--- src/sv/imdpe_pkg.sv ---
// ----------------------------------------------------------------------------
// imdpe_pkg
// Shared types and constants of the int8 matrix dot-product engine.
// ----------------------------------------------------------------------------
package imdpe_pkg;

    localparam int LANES      = 16;
    localparam int GROUP      = 4;
    localparam int QUADS      = LANES / GROUP;
    localparam int BYTE_W     = 8;
    localparam int WORD_W     = 64;
    localparam int PROD_W     = 2 * BYTE_W;
    localparam int QUAD_W     = PROD_W + 2;
    localparam int SUM_W      = PROD_W + 4;
    localparam int ACC_W      = 32;
    localparam int ADDR_W     = 16;
    localparam int BANK_W     = 3;
    localparam int DIM_W      = 9;
    localparam int CFG_AW     = 3;
    localparam int CFG_DW     = 9;
    localparam int QDEPTH     = 4;
    localparam int MAX_DIM_DF = 256;

    localparam logic [CFG_AW-1:0] REG_M_ROWS      = CFG_AW'(0);
    localparam logic [CFG_AW-1:0] REG_N_COLS      = CFG_AW'(1);
    localparam logic [CFG_AW-1:0] REG_K_CHUNKS    = CFG_AW'(2);
    localparam logic [CFG_AW-1:0] REG_RESULT_BANK = CFG_AW'(3);

    localparam logic [DIM_W-1:0]  DIM_RESET  = DIM_W'(1);
    localparam logic [BANK_W-1:0] BANK_RESET = '0;

    typedef struct packed {
        logic [DIM_W-1:0]  m_rows;
        logic [DIM_W-1:0]  n_cols;
        logic [DIM_W-1:0]  k_chunks;
        logic [BANK_W-1:0] result_bank;
    } t_cfg;

    typedef struct packed {
        logic                    start_run;
        logic signed [SUM_W-1:0] lane_sum;
    } t_q_entry;

    typedef struct packed {
        logic full;
        logic not_empty;
    } t_q_status;

endpackage

--- src/sv/imdpe_if.sv ---
// ----------------------------------------------------------------------------
// imdpe interfaces
// Valid/ready channels for chunks, results and register writes.
// ----------------------------------------------------------------------------
interface imdpe_in_if;
    logic                            valid;
    logic                            ready;
    logic                            start_run;
    logic [imdpe_pkg::WORD_W-1:0]    a_low;
    logic [imdpe_pkg::WORD_W-1:0]    a_high;
    logic [imdpe_pkg::WORD_W-1:0]    b_low;
    logic [imdpe_pkg::WORD_W-1:0]    b_high;

    modport source (output valid, start_run, a_low, a_high, b_low, b_high, input ready);
    modport sink   (input valid, start_run, a_low, a_high, b_low, b_high, output ready);
endinterface

interface imdpe_out_if;
    logic                                valid;
    logic                                ready;
    logic signed [imdpe_pkg::ACC_W-1:0]  dot_value;
    logic [imdpe_pkg::ADDR_W-1:0]        element_addr;
    logic [imdpe_pkg::BANK_W-1:0]        bank_out;
    logic                                run_last;

    modport source (output valid, dot_value, element_addr, bank_out, run_last, input ready);
    modport sink   (input valid, dot_value, element_addr, bank_out, run_last, output ready);
endinterface

interface imdpe_cfg_if;
    logic                         valid;
    logic                         ready;
    logic [imdpe_pkg::CFG_AW-1:0] addr;
    logic [imdpe_pkg::CFG_DW-1:0] data;

    modport source (output valid, addr, data, input ready);
    modport sink   (input valid, addr, data, output ready);
endinterface

--- src/sv/imdpe_front.sv ---
// ----------------------------------------------------------------------------
// imdpe_front
// Accepts chunks, forms the sixteen lane products and reduces them to one
// lane sum over three elastic stages, then pushes it to the queue.
// ----------------------------------------------------------------------------
module imdpe_front (
    input  logic                 i_clk,
    input  logic                 i_rst_n,
    imdpe_in_if.sink             i_in,
    input  imdpe_pkg::t_q_status i_qstat,
    output logic                 o_push,
    output imdpe_pkg::t_q_entry  o_entry
);
    import imdpe_pkg::*;

    logic                     r_v1, r_v2, r_v3;
    logic                     r_st1, r_st2, r_st3;
    logic signed [PROD_W-1:0] r_prod [LANES];
    logic signed [QUAD_W-1:0] r_quad [QUADS];
    logic signed [SUM_W-1:0]  r_sum;

    logic signed [PROD_W-1:0] n_prod [LANES];
    logic signed [QUAD_W-1:0] n_quad [QUADS];
    logic signed [SUM_W-1:0]  n_sum;

    logic [2*WORD_W-1:0] w_a, w_b;
    logic                w_adv1, w_adv2, w_adv3;

    assign w_adv3     = !r_v3 || !i_qstat.full;
    assign w_adv2     = !r_v2 || w_adv3;
    assign w_adv1     = !r_v1 || w_adv2;
    assign i_in.ready = w_adv1;
    assign o_push     = r_v3 && !i_qstat.full;

    assign w_a = {i_in.a_high, i_in.a_low};
    assign w_b = {i_in.b_high, i_in.b_low};

    always_comb begin
        for (int i = 0; i < LANES; i++) begin
            n_prod[i] = $signed(w_a[BYTE_W*i +: BYTE_W]) * $signed(w_b[BYTE_W*i +: BYTE_W]);
        end
        for (int q = 0; q < QUADS; q++) begin
            n_quad[q] = '0;
            for (int j = 0; j < GROUP; j++) begin
                n_quad[q] = n_quad[q] + QUAD_W'(r_prod[GROUP*q + j]);
            end
        end
        n_sum = '0;
        for (int q = 0; q < QUADS; q++) begin
            n_sum = n_sum + SUM_W'(r_quad[q]);
        end
    end

    always_ff @(posedge i_clk) begin
        if (!i_rst_n) begin
            r_v1 <= 1'b0;
            r_v2 <= 1'b0;
            r_v3 <= 1'b0;
        end else begin
            if (w_adv1) begin
                r_v1 <= i_in.valid;
            end
            if (w_adv2) begin
                r_v2 <= r_v1;
            end
            if (w_adv3) begin
                r_v3 <= r_v2;
            end
        end
    end

    always_ff @(posedge i_clk) begin
        if (w_adv1) begin
            r_st1  <= i_in.start_run;
            r_prod <= n_prod;
        end
        if (w_adv2) begin
            r_st2  <= r_st1;
            r_quad <= n_quad;
        end
        if (w_adv3) begin
            r_st3 <= r_st2;
            r_sum <= n_sum;
        end
    end

    assign o_entry.start_run = r_st3;
    assign o_entry.lane_sum  = r_sum;

endmodule

--- src/sv/imdpe_queue.sv ---
// ----------------------------------------------------------------------------
// imdpe_queue
// Small register FIFO of lane sums between the front and the back.
// ----------------------------------------------------------------------------
module imdpe_queue (
    input  logic                 i_clk,
    input  logic                 i_rst_n,
    input  logic                 i_push,
    input  imdpe_pkg::t_q_entry  i_entry,
    input  logic                 i_pop,
    output imdpe_pkg::t_q_entry  o_head,
    output imdpe_pkg::t_q_status o_stat
);
    import imdpe_pkg::*;

    localparam int PTR_W = $clog2(QDEPTH);
    localparam int CNT_W = $clog2(QDEPTH + 1);

    t_q_entry         r_mem [QDEPTH];
    logic [PTR_W-1:0] r_wr, r_rd;
    logic [CNT_W-1:0] r_cnt;

    assign o_head           = r_mem[r_rd];
    assign o_stat.full      = (r_cnt == CNT_W'(QDEPTH));
    assign o_stat.not_empty = (r_cnt != '0);

    always_ff @(posedge i_clk) begin
        if (!i_rst_n) begin
            r_wr  <= '0;
            r_rd  <= '0;
            r_cnt <= '0;
        end else begin
            if (i_push) begin
                r_wr <= r_wr + PTR_W'(1);
            end
            if (i_pop) begin
                r_rd <= r_rd + PTR_W'(1);
            end
            case ({i_push, i_pop})
                2'b10:   r_cnt <= r_cnt + CNT_W'(1);
                2'b01:   r_cnt <= r_cnt - CNT_W'(1);
                default: r_cnt <= r_cnt;
            endcase
        end
    end

    always_ff @(posedge i_clk) begin
        if (i_push) begin
            r_mem[r_wr] <= i_entry;
        end
    end

endmodule

--- src/sv/imdpe_back.sv ---
// ----------------------------------------------------------------------------
// imdpe_back
// Accumulates lane sums, walks the chunk, column and row counters and
// registers each finished element for the result channel.
// ----------------------------------------------------------------------------
module imdpe_back #(
    parameter int MAX_DIM = imdpe_pkg::MAX_DIM_DF
) (
    input  logic                 i_clk,
    input  logic                 i_rst_n,
    input  imdpe_pkg::t_cfg      i_cfg,
    input  imdpe_pkg::t_q_entry  i_head,
    input  imdpe_pkg::t_q_status i_qstat,
    output logic                 o_pop,
    imdpe_out_if.source          o_out
);
    import imdpe_pkg::*;

    localparam int CNT_W = $clog2(MAX_DIM);
    localparam int EW    = (DIM_W > $clog2(MAX_DIM + 1)) ? DIM_W : $clog2(MAX_DIM + 1);
    localparam int MW    = (CNT_W + EW + 1 > ADDR_W) ? CNT_W + EW + 1 : ADDR_W;

    function automatic logic [EW-1:0] f_eff(input logic [DIM_W-1:0] v);
        logic [EW-1:0] x;
        x = EW'(v);
        if (x == '0) begin
            return EW'(1);
        end else if (x > EW'(MAX_DIM)) begin
            return EW'(MAX_DIM);
        end
        return x;
    endfunction

    logic [ACC_W-1:0] r_acc;
    logic [CNT_W-1:0] r_chunk, r_row, r_col;
    logic             r_out_v;
    logic [ACC_W-1:0] r_dot;
    logic [ADDR_W-1:0] r_addr;
    logic [BANK_W-1:0] r_bank;
    logic              r_last;

    logic [EW-1:0]    w_m, w_n, w_k;
    logic [ACC_W-1:0] w_acc_base;
    logic [CNT_W-1:0] w_chunk_base, w_row_base, w_col_base;
    logic [EW-1:0]    w_chunk_inc, w_col_inc, w_row_inc;
    logic [MW-1:0]    w_addr;
    logic             w_emit, w_last;

    logic [ACC_W-1:0] n_acc;
    logic [CNT_W-1:0] n_chunk, n_row, n_col;

    assign w_m = f_eff(i_cfg.m_rows);
    assign w_n = f_eff(i_cfg.n_cols);
    assign w_k = f_eff(i_cfg.k_chunks);

    assign o_pop = i_qstat.not_empty && (!r_out_v || o_out.ready);

    always_comb begin
        w_acc_base   = i_head.start_run ? '0 : r_acc;
        w_chunk_base = i_head.start_run ? '0 : r_chunk;
        w_row_base   = i_head.start_run ? '0 : r_row;
        w_col_base   = i_head.start_run ? '0 : r_col;

        n_acc       = w_acc_base + ACC_W'($signed(i_head.lane_sum));
        w_chunk_inc = EW'(w_chunk_base) + EW'(1);
        w_col_inc   = EW'(w_col_base) + EW'(1);
        w_row_inc   = EW'(w_row_base) + EW'(1);
        w_emit      = (w_chunk_inc >= w_k);
        w_last      = (EW'(w_row_base) == w_m - EW'(1)) && (EW'(w_col_base) == w_n - EW'(1));
        w_addr      = MW'(w_row_base) * MW'(w_n) + MW'(w_col_base);

        n_chunk = w_chunk_inc[CNT_W-1:0];
        n_row   = w_row_base;
        n_col   = w_col_base;
        if (w_emit) begin
            n_chunk = '0;
            if (w_col_inc >= w_n) begin
                n_col = '0;
                n_row = (w_row_inc >= w_m) ? '0 : w_row_inc[CNT_W-1:0];
            end else begin
                n_col = w_col_inc[CNT_W-1:0];
            end
        end
    end

    always_ff @(posedge i_clk) begin
        if (!i_rst_n) begin
            r_acc   <= '0;
            r_chunk <= '0;
            r_row   <= '0;
            r_col   <= '0;
            r_out_v <= 1'b0;
        end else begin
            if (o_pop) begin
                r_acc   <= w_emit ? '0 : n_acc;
                r_chunk <= n_chunk;
                r_row   <= n_row;
                r_col   <= n_col;
            end
            if (o_pop && w_emit) begin
                r_out_v <= 1'b1;
            end else if (o_out.ready) begin
                r_out_v <= 1'b0;
            end
        end
    end

    always_ff @(posedge i_clk) begin
        if (o_pop && w_emit) begin
            r_dot  <= n_acc;
            r_addr <= w_addr[ADDR_W-1:0];
            r_bank <= i_cfg.result_bank;
            r_last <= w_last;
        end
    end

    assign o_out.valid        = r_out_v;
    assign o_out.dot_value    = $signed(r_dot);
    assign o_out.element_addr = r_addr;
    assign o_out.bank_out     = r_bank;
    assign o_out.run_last     = r_last;

endmodule

--- src/sv/int8_matrix_dot_product_engine.sv ---
// ----------------------------------------------------------------------------
// int8_matrix_dot_product_engine
// Top level: register file, product front, lane-sum queue, accumulator back.
// ----------------------------------------------------------------------------
// The engine takes one chunk of sixteen signed byte pairs per clock cycle,
// unless the queue is full, and emits one 32-bit wrapping dot product every
// k_chunks chunks, tagged with its row-major address, the result bank and a
// flag on the last element of the matrix. A chunk passes the three elastic
// stages of the product and adder-tree front and a four-entry queue and is
// accumulated in the back in the same cycle it leaves the queue; the finished
// element is registered for the result channel. The accumulate and counter
// update in the back set the rate of one chunk per cycle while results
// drain; the queue lets the front keep taking chunks until it fills while
// the result channel stalls. Registers are to be written only while the
// engine is idle; the engine does not check it. A write is taken every cycle.
// ----------------------------------------------------------------------------
module int8_matrix_dot_product_engine #(
    parameter int MAX_DIM = imdpe_pkg::MAX_DIM_DF
) (
    input  logic        i_clk,
    input  logic        i_rst_n,
    imdpe_in_if.sink    i_in,
    imdpe_cfg_if.sink   i_cfg,
    imdpe_out_if.source o_out
);
    import imdpe_pkg::*;

    t_cfg      r_cfg;
    t_q_entry  w_entry, w_head;
    t_q_status w_qstat;
    logic      w_push, w_pop;

    assign i_cfg.ready = 1'b1;

    always_ff @(posedge i_clk) begin
        if (!i_rst_n) begin
            r_cfg.m_rows      <= DIM_RESET;
            r_cfg.n_cols      <= DIM_RESET;
            r_cfg.k_chunks    <= DIM_RESET;
            r_cfg.result_bank <= BANK_RESET;
        end else if (i_cfg.valid) begin
            case (i_cfg.addr)
                REG_M_ROWS:      r_cfg.m_rows      <= i_cfg.data[DIM_W-1:0];
                REG_N_COLS:      r_cfg.n_cols      <= i_cfg.data[DIM_W-1:0];
                REG_K_CHUNKS:    r_cfg.k_chunks    <= i_cfg.data[DIM_W-1:0];
                REG_RESULT_BANK: r_cfg.result_bank <= i_cfg.data[BANK_W-1:0];
                default:         r_cfg             <= r_cfg;
            endcase
        end
    end

    imdpe_front u_front (
        .i_clk   (i_clk),
        .i_rst_n (i_rst_n),
        .i_in    (i_in),
        .i_qstat (w_qstat),
        .o_push  (w_push),
        .o_entry (w_entry)
    );

    imdpe_queue u_queue (
        .i_clk   (i_clk),
        .i_rst_n (i_rst_n),
        .i_push  (w_push),
        .i_entry (w_entry),
        .i_pop   (w_pop),
        .o_head  (w_head),
        .o_stat  (w_qstat)
    );

    imdpe_back #(
        .MAX_DIM (MAX_DIM)
    ) u_back (
        .i_clk   (i_clk),
        .i_rst_n (i_rst_n),
        .i_cfg   (r_cfg),
        .i_head  (w_head),
        .i_qstat (w_qstat),
        .o_pop   (w_pop),
        .o_out   (o_out)
    );

    a_no_overflow: assert property (@(posedge i_clk) disable iff (!i_rst_n)
        !(w_push && w_qstat.full))
        else $error("lane-sum queue written while full");

    a_no_underflow: assert property (@(posedge i_clk) disable iff (!i_rst_n)
        w_pop |-> w_qstat.not_empty)
        else $error("lane-sum queue read while empty");

    a_pop_needs_room: assert property (@(posedge i_clk) disable iff (!i_rst_n)
        (w_pop && o_out.valid) |-> o_out.ready)
        else $error("back advanced while a result was stalled");

endmodule

--- src/flat_wrapper.sv ---
// flat-port wrapper written by rule: the top's interface ports become plain ports
module int8_matrix_dot_product_engine_flat import imdpe_pkg::*;
#(
    parameter int MAX_DIM = imdpe_pkg::MAX_DIM_DF
)
  (i_clk, i_rst_n, i_in_valid, i_in_start_run, i_in_a_low, i_in_a_high, i_in_b_low, i_in_b_high, i_in_ready, i_cfg_valid, i_cfg_addr, i_cfg_data, i_cfg_ready, o_out_valid, o_out_dot_value, o_out_element_addr, o_out_bank_out, o_out_run_last, o_out_ready);
  imdpe_in_if i_in_i ();
  imdpe_cfg_if i_cfg_i ();
  imdpe_out_if o_out_i ();
  input  logic i_clk;
  input  logic i_rst_n;
  input wire logic [$bits(i_in_i.valid)-1:0] i_in_valid;
  input wire logic [$bits(i_in_i.start_run)-1:0] i_in_start_run;
  input wire logic [$bits(i_in_i.a_low)-1:0] i_in_a_low;
  input wire logic [$bits(i_in_i.a_high)-1:0] i_in_a_high;
  input wire logic [$bits(i_in_i.b_low)-1:0] i_in_b_low;
  input wire logic [$bits(i_in_i.b_high)-1:0] i_in_b_high;
  output wire logic [$bits(i_in_i.ready)-1:0] i_in_ready;
  input wire logic [$bits(i_cfg_i.valid)-1:0] i_cfg_valid;
  input wire logic [$bits(i_cfg_i.addr)-1:0] i_cfg_addr;
  input wire logic [$bits(i_cfg_i.data)-1:0] i_cfg_data;
  output wire logic [$bits(i_cfg_i.ready)-1:0] i_cfg_ready;
  output wire logic [$bits(o_out_i.valid)-1:0] o_out_valid;
  output wire logic [$bits(o_out_i.dot_value)-1:0] o_out_dot_value;
  output wire logic [$bits(o_out_i.element_addr)-1:0] o_out_element_addr;
  output wire logic [$bits(o_out_i.bank_out)-1:0] o_out_bank_out;
  output wire logic [$bits(o_out_i.run_last)-1:0] o_out_run_last;
  input wire logic [$bits(o_out_i.ready)-1:0] o_out_ready;
  assign i_in_i.valid = i_in_valid;
  assign i_in_i.start_run = i_in_start_run;
  assign i_in_i.a_low = i_in_a_low;
  assign i_in_i.a_high = i_in_a_high;
  assign i_in_i.b_low = i_in_b_low;
  assign i_in_i.b_high = i_in_b_high;
  assign i_in_ready = i_in_i.ready;
  assign i_cfg_i.valid = i_cfg_valid;
  assign i_cfg_i.addr = i_cfg_addr;
  assign i_cfg_i.data = i_cfg_data;
  assign i_cfg_ready = i_cfg_i.ready;
  assign o_out_valid = o_out_i.valid;
  assign o_out_dot_value = o_out_i.dot_value;
  assign o_out_element_addr = o_out_i.element_addr;
  assign o_out_bank_out = o_out_i.bank_out;
  assign o_out_run_last = o_out_i.run_last;
  assign o_out_i.ready = o_out_ready;
  int8_matrix_dot_product_engine #(.MAX_DIM(MAX_DIM)) u_core (.i_clk(i_clk), .i_rst_n(i_rst_n), .i_in(i_in_i), .i_cfg(i_cfg_i), .o_out(o_out_i));
endmodule
--- config.mk ---
export PLATFORM = sky130hd
export DESIGN_NAME = int8_matrix_dot_product_engine_flat
export DESIGN_NICKNAME = d
export VERILOG_FILES = /design/src/sv/imdpe_pkg.sv /design/src/sv/imdpe_if.sv /design/src/sv/imdpe_front.sv /design/src/sv/imdpe_queue.sv /design/src/sv/imdpe_back.sv /design/src/sv/int8_matrix_dot_product_engine.sv /design/src/flat_wrapper.sv
export SDC_FILE = /design/constraint.sdc
export NUM_CORES = 2
export LEC_CHECK = 0
export BUFFER_PORTS_ARGS = -buffer_cell sky130_fd_sc_hd__buf_2
export CAP_MARGIN = 20
export CORE_UTILIZATION = 55
export DETAILED_ROUTE_END_ITERATION = 8
export PLACE_DENSITY = 0.77
export SETUP_SLACK_MARGIN = 0.15
export SLEW_MARGIN = 20
export SYNTH_ARGS = -nofsm -noshare
export SYNTH_HDL_FRONTEND = slang
export SYNTH_HIERARCHICAL = 1
export SYNTH_SLANG_ARGS = --single-unit
--- constraint.sdc ---
create_clock -name i_clk -period 9.5 [get_ports i_clk]
set_clock_uncertainty 0.1 [all_clocks]
set_input_delay 1.425 -clock i_clk [delete_from_list [all_inputs] [get_ports i_clk]]
set_output_delay 1.425 -clock i_clk [all_outputs]
set_load 0.03 [all_outputs]
After elaboration in Yosys (flattened, before gate mapping)
Memory sizes are Yosys's and may differ from the RTL's. A register that Yosys moved wholly into a read port is not among the register bits.
Cells that the tools add are included.
- input bits: 274
- register bits: 500
- word-level logic and storage cells: 158
- bits in writable memories: 84
- memories: 1
- memories (memory ; words ; bits a word ; rd ports ; clocked after Yosys merged registers in ; wr ports ; RTL line ; RTL):
    u_core.u_queue.r_mem ; 4 ; 21 ; 1 ; 1 ; 1 ; imdpe_queue.sv:19 ; t_q_entry r_mem [QDEPTH];
- reductions and logical operators: 24
- eq/ne operators: 8
- $lt $le $gt $ge: 6
- multiply operators: 17
- muxes and demuxes: 33
- $add $sub $neg: 26
- operator list (cell ; number):
    8-bit by 8-bit multiplier with 16-bit output ; 16
    9-bit 2-to-1 mux ; 9
    17-bit by 16-bit adder with 18-bit output ; 4
    18-bit by 16-bit adder with 18-bit output ; 4
    8-bit 2-to-1 mux ; 9
    16-bit by 16-bit adder with 17-bit output ; 4
    32-bit 2-to-1 mux ; 2
    32-bit adder ; 1
    8-bit by 1-bit adder with 9-bit output (second input constant) ; 3
    9-bit greater-or-equal comparator ; 3
    9-bit greater-than comparator (second input constant) ; 3
    9-bit logical NOT ; 3
    19-bit by 18-bit adder with 20-bit output ; 1
    20-bit by 18-bit adder with 20-bit output ; 1
    18-bit by 18-bit adder with 19-bit output ; 1
    8-bit by 9-bit equality test with 1-bit output ; 2
    9-bit by 1-bit subtractor with 9-bit output (second input constant) ; 2
    16-bit by 8-bit adder with 16-bit output ; 1
    8-bit by 9-bit multiplier with 16-bit output ; 1
    1-bit 2-to-1 mux ; 10
    2-bit AND reduction ; 4
    3-bit by 2-bit equality test with 1-bit output (second input constant) ; 2
    3-bit one-hot mux with 2 select lines ; 1
    1-bit logical NOT ; 5
    13 further kinds ; 22

Logic depth before layout (Yosys ltp)
- depth after elaboration: 8
- gate-level depth with buffers: 25
- gate-level depth less buffers: 23

Hierarchy
Netlist, hierarchy kept.
- modules (own cells, without submodules) (module ; cells each ; area an instance (sq um) ; times used):
    imdpe_front ; 5546 ; 57370.0 ; 1
    imdpe_back ; 1129 ; 9937.0 ; 1
    imdpe_queue ; 155 ; 3483.3 ; 1
    int8_matrix_dot_product_engine ; 113 ; 1144.8 ; 1

Least setup slack after synthesis
No wires, ideal clock.
- path kind: reg2out
- from: register u_core.u_queue.r_cnt[0]
- to: output i_in_ready
- arrival: 6373 ps
- buffers on the path: 0
- stages on the path, launching flop included: 5
- setup slack: 1602 ps
- path through: dfxtp_1 inv_1 and3_1 and3_1 nand2_1
- RTL lines (what ; RTL line ; RTL):
    from (decl) ; imdpe_queue.sv:21 ; logic [CNT_W-1:0] r_cnt;
    from (signal assigned) ; imdpe_queue.sv:40 ; 2'b10: r_cnt <= r_cnt + CNT_W'(1);
    from (signal assigned) ; imdpe_queue.sv:41 ; 2'b01: r_cnt <= r_cnt - CNT_W'(1);
    from (signal assigned) ; imdpe_queue.sv:42 ; default: r_cnt <= r_cnt;
    to (decl) ; flat_wrapper.sv:18 ; output wire logic [$bits(i_in_i.ready)-1:0] i_in_ready;

Worst setup path after layout
- from: register u_core/r_cfg[14] (netlist bit)
- to: register u_core.u_back.r_addr[15] (netlist: u_core/u_back/o_out.element_addr[15]), data pin
- longest elaborated chain between the ends: 6
- ends and longest elaborated chain (what ; RTL line ; RTL):
    from (decl) ; int8_matrix_dot_product_engine.sv:28 ; t_cfg r_cfg;
    from (signal assigned) ; int8_matrix_dot_product_engine.sv:47 ; default: r_cfg <= r_cfg;
    9-bit greater-than comparator ; imdpe_back.sv:28 ; end else if (x > EW'(MAX_DIM)) begin
    1-bit 2-to-1 mux ; imdpe_back.sv:28 ;
    1-bit 2-to-1 mux ; imdpe_back.sv:26 ; if (x == '0) begin
    9-bit 2-to-1 mux * ; imdpe_back.sv:31 ; return x;
    8-bit by 9-bit multiplier with 16-bit output * ; imdpe_back.sv:70 ; w_addr = MW'(w_row_base) * MW'(w_n) + MW'(w_col_base);
    16-bit by 8-bit adder with 16-bit output * ; imdpe_back.sv:70 ;
    via u_core.u_back.w_addr[15] ; imdpe_back.sv:46 ; logic [MW-1:0] w_addr;
    to (signal assigned) ; imdpe_back.sv:111 ; r_addr <= w_addr[ADDR_W-1:0];
    to (decl) ; imdpe_back.sv:38 ; logic [ADDR_W-1:0] r_addr;
The timed path passes the listed nets; every way through them passes the cells marked *.
A chain may end at the register's enable or synchronous reset.

==> metrics <==
outcome=completed; largest net degree at the start of global routing=77; worst path bufs/invs=3; cell family with most CP delay=adder cells; Filler cells=between 10000 and 15000; Worst-path clk slew=~0.060 ns; router iterations before antenna repair=5; cell mode on critical path=fa_1; xor/xnor share of the synthesized area=0.0479; Num CTS Buffers=69; Worst setup SP type=flip-flop; dpl ws=between 2 and 2.5 ns; Fin. Hold Viols=0; core area=between 0.1 and 0.15 mm2; Syn Std Cell Area=~0.072 mm2; average wire per standard cell=17.0 um; Sinks on Clock Net=a little under 600; share of layout cells above drive strength 1=0.0731; syn_nets=8974; type of element capturing the critical path=flip-flop; port bufs=between 300 and 400; GPL Wtd Cong=between 0.9 and 1; grt ovf=0; Nets=9325; mux cell area share after synthesis=0.0147; simple-gate portion of the synthesized area=0.145; Post-DRT Antenna Nets=0; fmax=0.140 GHz; reg2reg start=u_core/r_cfg[14]$_SDFFE_PN0P_; Final min period=between 7 and 8 ns; number of cells on the worst hold path=0; yosys warns=6; final worst slack=2.38 ns; Post-synth ARST share=0; R2R Setup Slk=roughly 2.4 ns; hold endpoint=u_core/u_back/o_out.bank_out[2]$_DFFE_PP_; Pins Over Slew Limit=0; Post-DP Area=0.0756 mm2; Ports=approximately 330; Main synth FF type=edfxtp_1; R2R depth=20; Seq/Total Area, Yosys=0.231; crit-path cells=or3_1 -> nor4_1 -> ha_1 -> nand2_1 -> or2_2 -> fa_1 -> inv_1 -> fa_1 -> inv_1 -> fa_1 -> fa_1 -> inv_1 -> ha_1 -> o21a_1 -> o31a_1 -> o211ai_1 -> a21oi_1 -> a2111oi_0 -> a21oi_1 -> xnor2_1; Die H=roughly 360 um; Fin Setup TNS=0 ns; Tightest Pin Transition=approximately 1.1 ns; WS Path Type=reg2reg; hold path start=u_core/r_cfg[2]$_SDFFE_PN0P_; hold crit path type=reg2reg; Finish-stage setup viols=0; DRT Wirelength=155000 um; initial antenna violation count=19; clock root cell=clkbuf_16; Crit path arrival time=7.40 ns; max incr delay on CP=~0.70 ns; RSZ-0062 raised after global routing=false; Post-CTS Hold Fix Bufs=0; #FFs+latches synth=586; Skew-Pair Late Insertion Delay=roughly 0.64 ns; final instance area=0.0780 mm2; initial DRC count=2578; Final Cycle Share=0.749; area delta synth->final=8.38%; Yosys cell types=93; setup bufs post-CTS=0; Final Util=0.601; Synth Area per Inst=10.4 um2; H-tree Lvls=3; worst r2r dst=u_core/u_back/o_out.element_addr[15]$_DFFE_PP_; worst-path maximum fanout=25; mean number of vias per cell=between 5 and 6; Post-Syn Instances=6943; EDFF count, synth=487; CP required=between 9 and 10 ns; total track usage=0.243; Synth Area in Adders=0.420; Slew HR=0.298; post-route DRC violation count=0; Die Area=0.132 mm2; Crit-path slowest cell=a2111oi_0; main combinational cell family by area after synthesis=adder cells; Rows=132; routed via count=48300; HPWL Detailed=128000 um; Die X=~360 um; TritonCTS clock tree=built; max-cap check violation count=0; post-CTS resize count=0; first-pass GRT wire length=259000 um; Compound-Gate Fraction of Synth Area=0.0618; vias in the first global route=51100; clk buf depth=3; Initial Utilization=0.555
==> cells by family (layout without fill, tap and decap cells) <==
| kind of cell | after synthesis | in the layout |
|---|---|---|
| AND/OR/NAND/NOR | 1962 | 1962 |
| XOR/XNOR | 392 | 392 |
| multiplexers | 77 | 77 |
| buffers and inverters | 1504 | 1909 |
| AO/OA/AOI/OAI | 664 | 664 |
| adder cells (fa/ha/maj) | 1757 | 1757 |
| flip-flops | 586 | 586 |
| other | 1 | 15 |
==> registers in the layout, summed over array words and instances, names as in the netlist, 2 cells and up, named ones only <==
name / count
u_core/u_queue/r_cnt: 3
u_core/r_cfg: 30
u_core/u_back/o_out.bank_out: 3
u_core/u_queue/r_wr: 2
u_core/u_back/o_out.dot_value: 32
u_core/u_queue/r_rd: 2
u_core/u_back/r_acc: 32
u_core/u_front/r_sum: 20
u_core/u_back/o_out.element_addr: 16
u_core/u_front/r_prod: 256
u_core/u_front/r_quad: 72
u_core/u_queue/r_mem: 84
u_core/u_back/r_chunk: 8
u_core/u_back/r_col: 8
u_core/u_back/r_row: 8
==> cells in the final DEF, fill, tap and decap left out, types with 12 or more instances in the layout <==
| cell type | instances |
|---|---|
| o21a_1 | 31 |
| and2_1 | 682 |
| a21o_1 | 47 |
| mux2_2 | 14 |
| and3_1 | 39 |
| edfxtp_1 | 487 |
| mux2i_1 | 42 |
| buf_2 | 327 |
| or4_1 | 12 |
| a31oi_1 | 26 |
| nor4_1 | 22 |
| nor2b_1 | 180 |
| ha_1 | 657 |
| mux4_2 | 20 |
| a211oi_1 | 27 |
| a22oi_1 | 19 |
| dfxtp_1 | 99 |
| nand4_1 | 24 |
| clkbuf_16 | 70 |
| nand2b_1 | 60 |
| nand3_1 | 73 |
| o21ai_1 | 19 |
| or3_1 | 22 |
| or2_2 | 12 |
| diode_2 | 14 |
| clkbuf_1 | 14 |
| buf_4 | 12 |
| a21oi_1 | 204 |
| fa_1 | 1100 |
| nand2_1 | 437 |
| o211ai_1 | 27 |
| nor2_1 | 274 |
| a22o_1 | 16 |
| o21ai_0 | 98 |
| a21boi_0 | 21 |
| xor2_1 | 58 |
| xnor2_1 | 332 |
| inv_1 | 1440 |
| nor3_1 | 85 |
| o21bai_1 | 30 |
==> metrics by stage <==
| step | cells | hold slack [ns] |
|---|---|---|
| floorplan | 6943 | 0.300 |
| global placement | 8964 | 0.311 |
| detailed placement | 8964 | 0.315 |
| CTS | 9089 | 0.335 |
| global route | 9101 | 0.347 |
| finish | 9104 | 0.332 |
==> worst max path at each step <==
stage | startpoint | to | depth (start not counted)
floorplan | u_core/u_queue/r_cnt[0]$_SDFFE_PN0P_ | i_in_ready | 4
global placement | flip-flop | u_core/u_back/o_out.element_addr[15]$_DFFE_PP_ | 18
detailed placement | flip-flop | u_core/u_back/o_out.element_addr[15]$_DFFE_PP_ | 18
CTS | flip-flop | u_core/u_back/o_out.element_addr[15]$_DFFE_PP_ | 18
global route | flip-flop | u_core/u_back/o_out.element_addr[15]$_DFFE_PP_ | 18
finish | u_core/r_cfg[14]$_SDFFE_PN0P_ | u_core/u_back/o_out.element_addr[15]$_DFFE_PP_ | 20
==> cell usage after synthesis (31+ instances only) <==
| cell type | n | area share |
|---|---|---|
| a21o_1 | 47 | 0.0049 |
| a21oi_1 | 204 | 0.014 |
| and2_1 | 684 | 0.059 |
| and3_1 | 39 | 0.0034 |
| clkbuf_1 | 39 | 0.0020 |
| dfxtp_1 | 99 | 0.028 |
| edfxtp_1 | 487 | 0.20 |
| fa_1 | 1100 | 0.31 |
| ha_1 | 657 | 0.11 |
| inv_1 | 1442 | 0.075 |
| mux2i_1 | 42 | 0.0058 |
| nand2_1 | 438 | 0.023 |
| nand2b_1 | 60 | 0.0052 |
| nand3_1 | 73 | 0.0051 |
| nor2_1 | 275 | 0.014 |
| nor2b_1 | 180 | 0.016 |
| nor3_1 | 85 | 0.0059 |
| o21a_1 | 31 | 0.0032 |
| o21ai_0 | 98 | 0.0068 |
| xnor2_1 | 332 | 0.040 |
| xor2_1 | 58 | 0.0071 |
==> final cells by class <==
type / count / area [um2] / share of cell area
antenna: 14 / 35.0 / 0.000449
clock buffer: 87 / 1850 / 0.0237
sequential: 586 / 16600 / 0.213
multi-input combinational: 4853 / 49700 / 0.637
inverter: 1444 / 5420 / 0.0695
clock inverter: 38 / 482 / 0.00618
tap: 1742 / 2180 / 0.0280
timing repair buffer: 340 / 1740 / 0.0223
==> metal layers <==
metal | wire, um | vias to the layer above | global-route usage
met4 | 3470 | 8 | 0.0570
met1 | 66100 | 24200 | 0.318
met3 | 5850 | 230 | 0.0252
met5 | 42 | - | 0
li1 | - | 22800 | -
met2 | 79400 | 1016 | 0.432
Power is left out: the tool's default activity adds up to more than one toggle a clock period on the data nets, which glitch-free logic cannot reach.
